[config.mk]
export PLATFORM = sky130hd
export DESIGN_NAME = binary_max_heap_priority_queue_unit_flat
export DESIGN_NICKNAME = d
export VERILOG_FILES = /design/src/rtl/hpq_pkg.sv /design/src/rtl/hpq_if.sv /design/src/rtl/hpq_ram.sv /design/src/rtl/hpq_dp.sv /design/src/rtl/hpq_ctrl.sv /design/src/rtl/binary_max_heap_priority_queue_unit.sv /design/src/flat_wrapper.sv
export SDC_FILE = /design/constraint.sdc
export NUM_CORES = 2
export LEC_CHECK = 0
export ABC_AREA = 0
export BUFFER_PORTS_ARGS = -buffer_cell sky130_fd_sc_hd__buf_2
export CAP_MARGIN = 40
export CORE_ASPECT_RATIO = 1.1
export CORE_MARGIN = 2
export CORE_UTILIZATION = 41
export CTS_CLUSTER_DIAMETER = 100
export CTS_CLUSTER_SIZE = 24
export DETAILED_ROUTE_END_ITERATION = 12
export GPL_ROUTABILITY_DRIVEN = 0
export HOLD_SLACK_MARGIN = 0.15
export PLACE_DENSITY = 0.6
export SLEW_MARGIN = 25
export SYNTH_ARGS = -nofsm -noshare
export SYNTH_HDL_FRONTEND = slang
export SYNTH_SLANG_ARGS = --single-unit
[constraint.sdc]
create_clock -name clk -period 11.05 [get_ports clk]
set_input_delay 1.6575 -clock clk [delete_from_list [all_inputs] [get_ports clk]]
set_output_delay 1.6575 -clock clk [all_outputs]
set_load 0.01 [all_outputs]
[src/rtl/hpq_pkg.sv]
package hpq_pkg;

	localparam int CAPACITY = 16;
	localparam int IDX_W    = (CAPACITY > 1) ? $clog2(CAPACITY) : 1;
	localparam int CNT_W    = $clog2(CAPACITY + 1);
	// child index math runs one bit wider than the count so 2*pos+2 never wraps
	localparam int WIDE_W   = IDX_W + 2;

	localparam logic MODE_INSERT  = 1'b0;
	localparam logic MODE_EXTRACT = 1'b1;

	typedef enum logic [1:0] {
		STATUS_OK    = 2'd0,
		STATUS_FULL  = 2'd1,
		STATUS_EMPTY = 2'd2
	} hpq_status_t;

	typedef struct packed {
		logic signed [15:0] pri;
		logic signed [31:0] pay;
	} hpq_entry_t;

	localparam int ENTRY_W = $bits(hpq_entry_t);

	typedef enum logic [2:0] {
		ST_IDLE,
		ST_START,
		ST_EXT,
		ST_UP,
		ST_DOWN,
		ST_PLACE,
		ST_FIN
	} hpq_state_t;

	typedef enum logic [2:0] {
		OP_NONE,
		OP_CAPTURE,
		OP_START,
		OP_EXT,
		OP_UP,
		OP_DOWN,
		OP_PLACE,
		OP_LOAD
	} hpq_op_t;

	typedef struct packed {
		logic is_ins;
		logic full;
		logic empty;
		logic up_swap;
		logic up_top;
		logic down_swap;
	} hpq_sts_t;

endpackage

[src/rtl/hpq_if.sv]
interface hpq_req_if;
	logic               valid;
	logic               ready;
	logic               mode;
	logic signed [15:0] priority_req;
	logic signed [31:0] payload;

	modport source (output valid, output mode, output priority_req, output payload,
		input ready);
	modport sink (input valid, input mode, input priority_req, input payload,
		output ready);
endinterface

interface hpq_rsp_if;
	logic               valid;
	logic               ready;
	logic [1:0]         status;
	logic signed [15:0] out_priority;
	logic signed [31:0] out_payload;

	modport source (output valid, output status, output out_priority, output out_payload,
		input ready);
	modport sink (input valid, input status, input out_priority, input out_payload,
		output ready);
endinterface

[src/rtl/hpq_ram.sv]
module hpq_ram #(
	parameter int WIDTH = 8,
	parameter int DEPTH = 16
) (
	input  logic                     clk,
	input  logic                     we,
	input  logic [$clog2(DEPTH)-1:0] waddr,
	input  logic [WIDTH-1:0]         wdata,
	input  logic [$clog2(DEPTH)-1:0] raddr_a,
	output logic [WIDTH-1:0]         rdata_a,
	input  logic [$clog2(DEPTH)-1:0] raddr_b,
	output logic [WIDTH-1:0]         rdata_b
);

	logic [WIDTH-1:0] mem_q [DEPTH];

	always_ff @(posedge clk) begin
		if (we) begin
			mem_q[waddr] <= wdata;
		end
		rdata_a <= mem_q[raddr_a];
		rdata_b <= mem_q[raddr_b];
	end

endmodule

[src/rtl/hpq_dp.sv]
module hpq_dp (
	input  logic               clk,
	input  logic               arst_n,
	input  hpq_pkg::hpq_op_t   op,
	input  logic               in_mode,
	input  logic signed [15:0] in_priority,
	input  logic signed [31:0] in_payload,
	output hpq_pkg::hpq_sts_t  sts,
	output logic [1:0]         out_status,
	output logic signed [15:0] out_priority,
	output logic signed [31:0] out_payload
);
	import hpq_pkg::*;

	logic [CNT_W-1:0]   cnt_q;
	logic [CNT_W-1:0]   cnt_dec;
	logic [IDX_W-1:0]   pos_q;
	logic               mode_q;
	hpq_entry_t         ent_q;
	hpq_entry_t         res_q;
	hpq_status_t        status_q;
	hpq_status_t        out_status_q;
	hpq_entry_t         out_q;

	logic               we;
	logic [IDX_W-1:0]   waddr;
	hpq_entry_t         wdata;
	logic [IDX_W-1:0]   raddr_a;
	logic [IDX_W-1:0]   raddr_b;
	logic [ENTRY_W-1:0] rdata_a;
	logic [ENTRY_W-1:0] rdata_b;
	hpq_entry_t         rd_a_e;
	hpq_entry_t         rd_b_e;

	logic [IDX_W-1:0]   par;
	logic [IDX_W-1:0]   gpar;
	logic [IDX_W-1:0]   ins_par;
	logic [WIDE_W-1:0]  lc_w;
	logic [WIDE_W-1:0]  rc_w;
	logic [WIDE_W-1:0]  cnt_w;
	logic               lc_ok;
	logic               rc_ok;
	logic               take_l;
	logic               take_r;
	logic signed [15:0] best_pri;
	hpq_entry_t         child_e;
	logic [IDX_W-1:0]   child_idx;
	logic [WIDE_W-1:0]  nlc_w;
	logic [WIDE_W-1:0]  nrc_w;
	logic               is_ins;
	logic               full;
	logic               empty;
	logic               up_swap;
	logic               down_swap;

	hpq_ram #(
		.WIDTH (ENTRY_W),
		.DEPTH (CAPACITY)
	) u_heap_ram (
		.clk     (clk),
		.we      (we),
		.waddr   (waddr),
		.wdata   (wdata),
		.raddr_a (raddr_a),
		.rdata_a (rdata_a),
		.raddr_b (raddr_b),
		.rdata_b (rdata_b)
	);

	assign rd_a_e = hpq_entry_t'(rdata_a);
	assign rd_b_e = hpq_entry_t'(rdata_b);

	assign is_ins  = (mode_q == MODE_INSERT);
	assign full    = (cnt_q == CNT_W'(CAPACITY));
	assign empty   = (cnt_q == '0);
	assign cnt_dec = cnt_q - CNT_W'(1);

	// parent of the hole, its parent, and parent of the new tail slot
	assign par     = (pos_q - IDX_W'(1)) >> 1;
	assign gpar    = (par - IDX_W'(1)) >> 1;
	assign ins_par = (cnt_q[IDX_W-1:0] - IDX_W'(1)) >> 1;

	assign up_swap = (rd_a_e.pri < ent_q.pri);

	// children of the hole; slots at or above the count do not exist
	assign lc_w  = {1'b0, pos_q, 1'b1};
	assign rc_w  = lc_w + WIDE_W'(1);
	assign cnt_w = WIDE_W'(cnt_q);
	assign lc_ok = (lc_w < cnt_w);
	assign rc_ok = (rc_w < cnt_w);

	// left child wins ties: right must be strictly greater than the best so far
	assign take_l    = lc_ok && (rd_a_e.pri > ent_q.pri);
	assign best_pri  = take_l ? rd_a_e.pri : ent_q.pri;
	assign take_r    = rc_ok && (rd_b_e.pri > best_pri);
	assign down_swap = take_l || take_r;
	assign child_e   = take_r ? rd_b_e : rd_a_e;
	assign child_idx = take_r ? rc_w[IDX_W-1:0] : lc_w[IDX_W-1:0];
	assign nlc_w     = {1'b0, child_idx, 1'b1};
	assign nrc_w     = nlc_w + WIDE_W'(1);

	assign sts = '{
		is_ins:    is_ins,
		full:      full,
		empty:     empty,
		up_swap:   up_swap,
		up_top:    (par == '0),
		down_swap: down_swap
	};

	always_comb begin
		we      = 1'b0;
		waddr   = pos_q;
		wdata   = ent_q;
		raddr_a = '0;
		raddr_b = '0;
		unique case (op)
			OP_START: begin
				if (is_ins) begin
					raddr_a = ins_par;
				end else begin
					raddr_b = cnt_dec[IDX_W-1:0];
				end
			end
			OP_EXT: begin
				raddr_a = IDX_W'(1);
				raddr_b = IDX_W'(2);
			end
			OP_UP: begin
				raddr_a = gpar;
				if (up_swap) begin
					we    = 1'b1;
					wdata = rd_a_e;
				end
			end
			OP_DOWN: begin
				raddr_a = nlc_w[IDX_W-1:0];
				raddr_b = nrc_w[IDX_W-1:0];
				if (down_swap) begin
					we    = 1'b1;
					wdata = child_e;
				end
			end
			OP_PLACE: begin
				we = 1'b1;
			end
			default: begin
			end
		endcase
	end

	always_ff @(posedge clk or negedge arst_n) begin
		if (!arst_n) begin
			cnt_q <= '0;
		end else if (op == OP_START) begin
			if (is_ins && !full) begin
				cnt_q <= cnt_q + CNT_W'(1);
			end else if (!is_ins && !empty) begin
				cnt_q <= cnt_dec;
			end
		end
	end

	always_ff @(posedge clk) begin
		case (op)
			OP_CAPTURE: begin
				mode_q    <= in_mode;
				ent_q.pri <= in_priority;
				ent_q.pay <= in_payload;
			end
			OP_START: begin
				res_q <= '0;
				pos_q <= cnt_q[IDX_W-1:0];
				if (is_ins && full) begin
					status_q <= STATUS_FULL;
				end else if (!is_ins && empty) begin
					status_q <= STATUS_EMPTY;
				end else begin
					status_q <= STATUS_OK;
				end
			end
			OP_EXT: begin
				res_q <= rd_a_e;
				ent_q <= rd_b_e;
				pos_q <= '0;
			end
			OP_UP: begin
				if (up_swap) begin
					pos_q <= par;
				end
			end
			OP_DOWN: begin
				if (down_swap) begin
					pos_q <= child_idx;
				end
			end
			OP_LOAD: begin
				out_status_q <= status_q;
				out_q        <= res_q;
			end
			default: begin
			end
		endcase
	end

	assign out_status   = out_status_q;
	assign out_priority = out_q.pri;
	assign out_payload  = out_q.pay;

endmodule

[src/rtl/hpq_ctrl.sv]
module hpq_ctrl (
	input  logic              clk,
	input  logic              arst_n,
	input  logic              in_valid,
	output logic              in_ready,
	output logic              out_valid,
	input  logic              out_ready,
	input  hpq_pkg::hpq_sts_t sts,
	output hpq_pkg::hpq_op_t  op
);
	import hpq_pkg::*;

	hpq_state_t state_q;
	hpq_state_t state_d;
	logic       out_valid_q;
	logic       out_valid_d;

	always_ff @(posedge clk or negedge arst_n) begin
		if (!arst_n) begin
			state_q     <= ST_IDLE;
			out_valid_q <= 1'b0;
		end else begin
			state_q     <= state_d;
			out_valid_q <= out_valid_d;
		end
	end

	always_comb begin
		state_d     = state_q;
		op          = OP_NONE;
		in_ready    = 1'b0;
		out_valid_d = out_valid_q && !out_ready;
		unique case (state_q)
			ST_IDLE: begin
				in_ready = 1'b1;
				if (in_valid) begin
					op      = OP_CAPTURE;
					state_d = ST_START;
				end
			end
			ST_START: begin
				op = OP_START;
				if (sts.is_ins) begin
					if (sts.full) begin
						state_d = ST_FIN;
					end else if (sts.empty) begin
						state_d = ST_PLACE;
					end else begin
						state_d = ST_UP;
					end
				end else if (sts.empty) begin
					state_d = ST_FIN;
				end else begin
					state_d = ST_EXT;
				end
			end
			ST_EXT: begin
				op = OP_EXT;
				// count already dropped: nothing left to sift
				state_d = sts.empty ? ST_FIN : ST_DOWN;
			end
			ST_UP: begin
				op = OP_UP;
				if (sts.up_swap && !sts.up_top) begin
					state_d = ST_UP;
				end else begin
					state_d = ST_PLACE;
				end
			end
			ST_DOWN: begin
				op      = OP_DOWN;
				state_d = sts.down_swap ? ST_DOWN : ST_PLACE;
			end
			ST_PLACE: begin
				op      = OP_PLACE;
				state_d = ST_FIN;
			end
			ST_FIN: begin
				if (!out_valid_q || out_ready) begin
					op          = OP_LOAD;
					out_valid_d = 1'b1;
					state_d     = ST_IDLE;
				end
			end
			default: begin
				state_d = ST_IDLE;
			end
		endcase
	end

	assign out_valid = out_valid_q;

endmodule

[src/rtl/binary_max_heap_priority_queue_unit.sv]
// Channel  Dir  Payload                                   Transaction
// req      in   mode, priority_req[15:0], payload[31:0]   valid && ready
// rsp      out  status[1:0], out_priority[15:0],          valid && ready
//               out_payload[31:0]
//
// One item at a time. After acceptance an insert runs start, u parent compares (0 to 4)
// and place; an extract runs start, root and tail fetch, a sift of d levels (0 to 3), place.
// Each then loads its result. A dropped insert or an empty extract goes from start to the
// load, an extract of the last entry skips sift and place. Only idle takes a request.
// Reset clears the count, sequencer and result valid; heap RAM is not cleared.
// A stalled rsp holds its result; the next request runs and waits in its final state.
module binary_max_heap_priority_queue_unit (
	input logic     clk,
	input logic     arst_n,
	hpq_req_if.sink req,
	hpq_rsp_if.source rsp
);
	import hpq_pkg::*;

	hpq_op_t  op;
	hpq_sts_t sts;

	// sequencer: one state per phase of a sift, one op per cycle to the datapath
	hpq_ctrl u_ctrl (
		.clk       (clk),
		.arst_n    (arst_n),
		.in_valid  (req.valid),
		.in_ready  (req.ready),
		.out_valid (rsp.valid),
		.out_ready (rsp.ready),
		.sts       (sts),
		.op        (op)
	);

	// heap RAM, hole position, moving entry, count and result registers
	hpq_dp u_dp (
		.clk          (clk),
		.arst_n       (arst_n),
		.op           (op),
		.in_mode      (req.mode),
		.in_priority  (req.priority_req),
		.in_payload   (req.payload),
		.sts          (sts),
		.out_status   (rsp.status),
		.out_priority (rsp.out_priority),
		.out_payload  (rsp.out_payload)
	);

endmodule
[src/flat_wrapper.sv]
// flat-port wrapper written by rule: the top's interface ports become plain ports
module binary_max_heap_priority_queue_unit_flat import hpq_pkg::*;
  (clk, arst_n, req_valid, req_mode, req_priority_req, req_payload, req_ready, rsp_valid, rsp_status, rsp_out_priority, rsp_out_payload, rsp_ready);
  hpq_req_if req_i ();
  hpq_rsp_if rsp_i ();
  input logic clk;
  input logic arst_n;
  input wire logic [$bits(req_i.valid)-1:0] req_valid;
  input wire logic [$bits(req_i.mode)-1:0] req_mode;
  input wire logic [$bits(req_i.priority_req)-1:0] req_priority_req;
  input wire logic [$bits(req_i.payload)-1:0] req_payload;
  output wire logic [$bits(req_i.ready)-1:0] req_ready;
  output wire logic [$bits(rsp_i.valid)-1:0] rsp_valid;
  output wire logic [$bits(rsp_i.status)-1:0] rsp_status;
  output wire logic [$bits(rsp_i.out_priority)-1:0] rsp_out_priority;
  output wire logic [$bits(rsp_i.out_payload)-1:0] rsp_out_payload;
  input wire logic [$bits(rsp_i.ready)-1:0] rsp_ready;
  assign req_i.valid = req_valid;
  assign req_i.mode = req_mode;
  assign req_i.priority_req = req_priority_req;
  assign req_i.payload = req_payload;
  assign req_ready = req_i.ready;
  assign rsp_valid = rsp_i.valid;
  assign rsp_status = rsp_i.status;
  assign rsp_out_priority = rsp_i.out_priority;
  assign rsp_out_payload = rsp_i.out_payload;
  assign rsp_i.ready = rsp_ready;
  binary_max_heap_priority_queue_unit u_core (.clk(clk), .arst_n(arst_n), .req(req_i), .rsp(rsp_i));
endmodule
==> qor.csv <==
stage;metric;value;unit
grt;largest net degree at the start of global routing;227;
grt;vias in the first global route;31600;
grt;first-pass GRT wire length;212;mm
grt;initial antenna violation count;4;
sta;minimum clock period;7.81;ns
worst_setup_path;Startpoint Class;flop;
sta;clock skew;0.0215;ns
routing;DRC viols;0;
worst_setup_path;CP peak stage delay;0.72;ns
grt;met3 usage;3.29;%
sta;slew margin rel.;24.5;%
grt;GR peak layer;met2;
sta;final period utilization;70.7;%
yosys;Synth Flop Type;edfxtp_1;
layout;Ant. Diodes;0;
routing;drt total wl;146;mm
grt;M2 GR Usage;39.2;%
clock_network;# H-tree levels;2;
worst_setup_path;Slowest cell on crit path;a21oi_4;
routing;via-per-instance ratio;6.24;
worst_setup_path;Worst EP arrival;8.22;ns
yosys;Net Count, Synth;3691;
sta;Setup-failing EPs final;0;
sta;setup TNS;0;ns
worst_setup_path;WP data required;11.46;ns
worst_setup_path;Worst R2R Path Depth;22;
die;Initial Util;41.3;%
routing;number of routed nets with antenna violations;0;
die;Die X;327;µm
flow_run;max-cap viol count;0;
sta;Worst-Margin Slew;1.13;ns
clock_network;postcts setup bufs;0;
clock_network;CTS sink cnt;1026;
yosys;synthesis-stage register bit count;1026;
yosys;post-synth cell types;65;
grt;met1 Use GR;34.1;%
clock_network;worst-skew pair later-pin latency;0.67;ns
min_path;Worst Hold Class;flop to flop;
worst_setup_path;Levels on crit path;22;
worst_setup_path;WP buf/inv;5;
worst_setup_path;CP top delay family;compound AO/OA/AOI/OAI gates;
clock_network;clock root buffer;clkbuf_16;
grt;global-route usage over all layers;24.4;%
placed_design;PortBufs;104;
clock_network;clock buffer depth;3;
routing;WL per Instance;28.4;µm
worst_setup_path;critical path type;flop to flop;
die;die area;117000;µm²
routing;DRT iter0 DRCs;4061;
yosys;number of synthesized flops with an enable pin;921;
clock_network;CTS resizes;0;
layout;# nets final;3691;
outcome;status;complete, no violations;
clock_network;cts-stage hold buffer count;0;
min_path;Hold Path Stages;0;
yosys;cell count after synthesis;3589;
sta;f_max;128;MHz
die;Die H;359;µm
die;core area;114000;µm²
sta;final hold vios;0;
yosys;Mean Syn Cell Area;13.1;µm²
layout;area grow syn2layout;9.85;%
clock_network;TritonCTS clock tree;built;
grt;grt ovf;0;
worst_setup_path;CP most frequent cell;buf_4;
routing;vias;32100;
die;Rows;130;
sta;Final Max Slew Viols;0;
worst_setup_path;critical path capture point type;flop;
yosys;Async S/R FF share, synth;0.877;%
routing;Pre-antenna DRT Iters;6;
worst_setup_path;critical-path cell list;inv_1, ha_1, a21o_1, a21o_1, a21oi_1, o21bai_1, o21bai_1, and3_1, buf_4, mux2i_1, ha_1, nand4_1, nor4_2, o21ai_1, and3_4, mux2_4, buf_4, nor2_1, a21oi_4, buf_4, o221ai_1, buf_4;
die;I/O Pins;105;
placed_design;DP HPWL;84.3;mm
layout;share of cells above drive strength 1;15.1;%
yosys;Cell Area, Synth;47000;µm²
sta;RSZ-0062 raised after global routing;false;
worst_setup_path;Crit Path Max Fanout;37;
clock_network;number of buffers created by CTS;49;
yosys;Yosys warning count;0;
clock_network;Clock transition at path regs;0.10;ns
yosys;Seq/Total Area, Yosys;63.3;%
## worst register-to-register path, cell delays in order (launching register included)
cell,delay (ns)
edfxtp_1,0.39
inv_1,0.09
ha_1,0.25
a21o_1,0.17
a21o_1,0.17
a21oi_1,0.20
o21bai_1,0.16
o21bai_1,0.32
and3_1,0.56
buf_4,0.37
mux2i_1,0.12
ha_1,0.39
nand4_1,0.19
nor4_2,0.34
o21ai_1,0.13
and3_4,0.21
mux2_4,0.71
buf_4,0.60
nor2_1,0.19
a21oi_4,0.72
buf_4,0.55
o221ai_1,0.43
buf_4,0.31
## cells in the mapped netlist, drive strengths merged, types with 49 or more instances
master,number,area share [%]
o221ai,94,1.7
dfxtp,96,4.1
and3,112,1.5
a22oi,108,1.7
ha,49,1.3
inv,97,0.77
a211oi,98,1.6
o311ai,49,0.91
o211ai,51,0.81
nand3,110,1.2
clkbuf,177,1.4
nand2,740,5.9
o21ai,70,0.75
nor2,116,0.93
edfxtp,921,59
mux4,192,9.2
a21oi,120,1.3
buf,118,1.3
and2,49,0.65
## layout make-up
type	instances	area (µm²)
fillers	10100	62300
multi-input cells	2171	16000
clock buffers	84	1360
repair buffers	244	2160
inverters	97	364
flip-flops and latches	1026	29800
well taps	1518	1900
clock inverters	5	53.8
## layer usage
metal	routed length, µm	vias to the layer above
met1	59100	16200
met3	13100	321
li1	-	13800
met2	68400	1776
met5	27	-
met4	5630	4
## cells in the final DEF (no fill, tap or decap), types with 16 or more instances in the layout
cell         n
and2_1      48
a21oi_1    117
mux2i_1     19
dfxtp_1     96
nor2_1     102
ha_1        49
clkbuf_1    35
and3_1     111
nand2_1    736
clkbuf_16   49
buf_2      115
a221oi_1    48
buf_12      23
buf_4       89
o21ai_0     67
buf_16      16
o221ai_1    86
nand3_1    110
inv_1       97
edfxtp_1   921
a211oi_1    98
mux4_2     192
a22oi_1    108
o311ai_0    41
o211ai_1    51
o31a_1      48
## path summary, 6_finish.rpt
kind / from / slack [ns] / endpoint
worst max-delay path: u_core.u_dp.ent_q[41] / 3.24 / u_core.u_dp.u_heap_ram.mem_q[11][3]
worst min-delay path: u_core.u_dp.res_q[13] / 0.42 / u_core.u_dp.out_payload[13]
worst max register to register: u_core.u_dp.ent_q[41] / 3.24 / u_core.u_dp.u_heap_ram.mem_q[11][3]
worst min register to register: u_core.u_dp.res_q[13] / 0.42 / u_core.u_dp.out_payload[13]
max in group asynchronous: arst_n / 10.02 / u_core.u_dp.cnt_q[0]
min in group asynchronous: arst_n / 0.84 / u_core.u_dp.cnt_q[1]
## sequential cells by signal, indices dropped and copies added, names as in the netlist, 4 cells and up
register,flops
u_core.u_dp.ent_q,48
u_core.u_dp.res_q,48
u_core.u_dp.out_payload,32
u_core.u_dp.out_priority,16
u_core.u_dp.u_heap_ram.rdata_b,48
u_core.u_dp.u_heap_ram.mem_q,768
u_core.u_dp.pos_q,4
u_core.u_dp.cnt_q,5
u_core.u_dp.u_heap_ram.rdata_a,48
## metrics by stage
| step | worst slack (ns) | util (%) | std cells | cell area, µm² | hold slack [ns] |
|---|---|---|---|---|---|
| 5_1_grt | 2.82 | 45.3 | 5145 | 51700 | 0.431 |
| 4_1_cts | 3.34 | 45.2 | 5139 | 51600 | 0.424 |
| 3_3_place_gp | 3.31 | 43.1 | 4984 | 49100 | 0.401 |
| 3_5_place_dp | 3.34 | 44.0 | 5050 | 50200 | 0.405 |
| 2_1_floorplan | 1.29 | - | 3589 | 47000 | 0.400 |
| 6_report | 3.24 | 45.3 | 5145 | 51700 | 0.421 |
## cells by family (layout without fill, tap and decap cells)
group	after synthesis	count (layout)	synth area share [%]
compound gates	719	719	11.1
fa+ha+maj	49	49	1.30
simple gates	1177	1177	10.9
buf+inv	392	430	3.45
flops	1026	1026	63.3
mux	213	213	9.65
xor+xnor	13	13	0.242
Power is not shown: default switching activity piles up to over one toggle a cycle in this logic, so the estimate is an artifact.
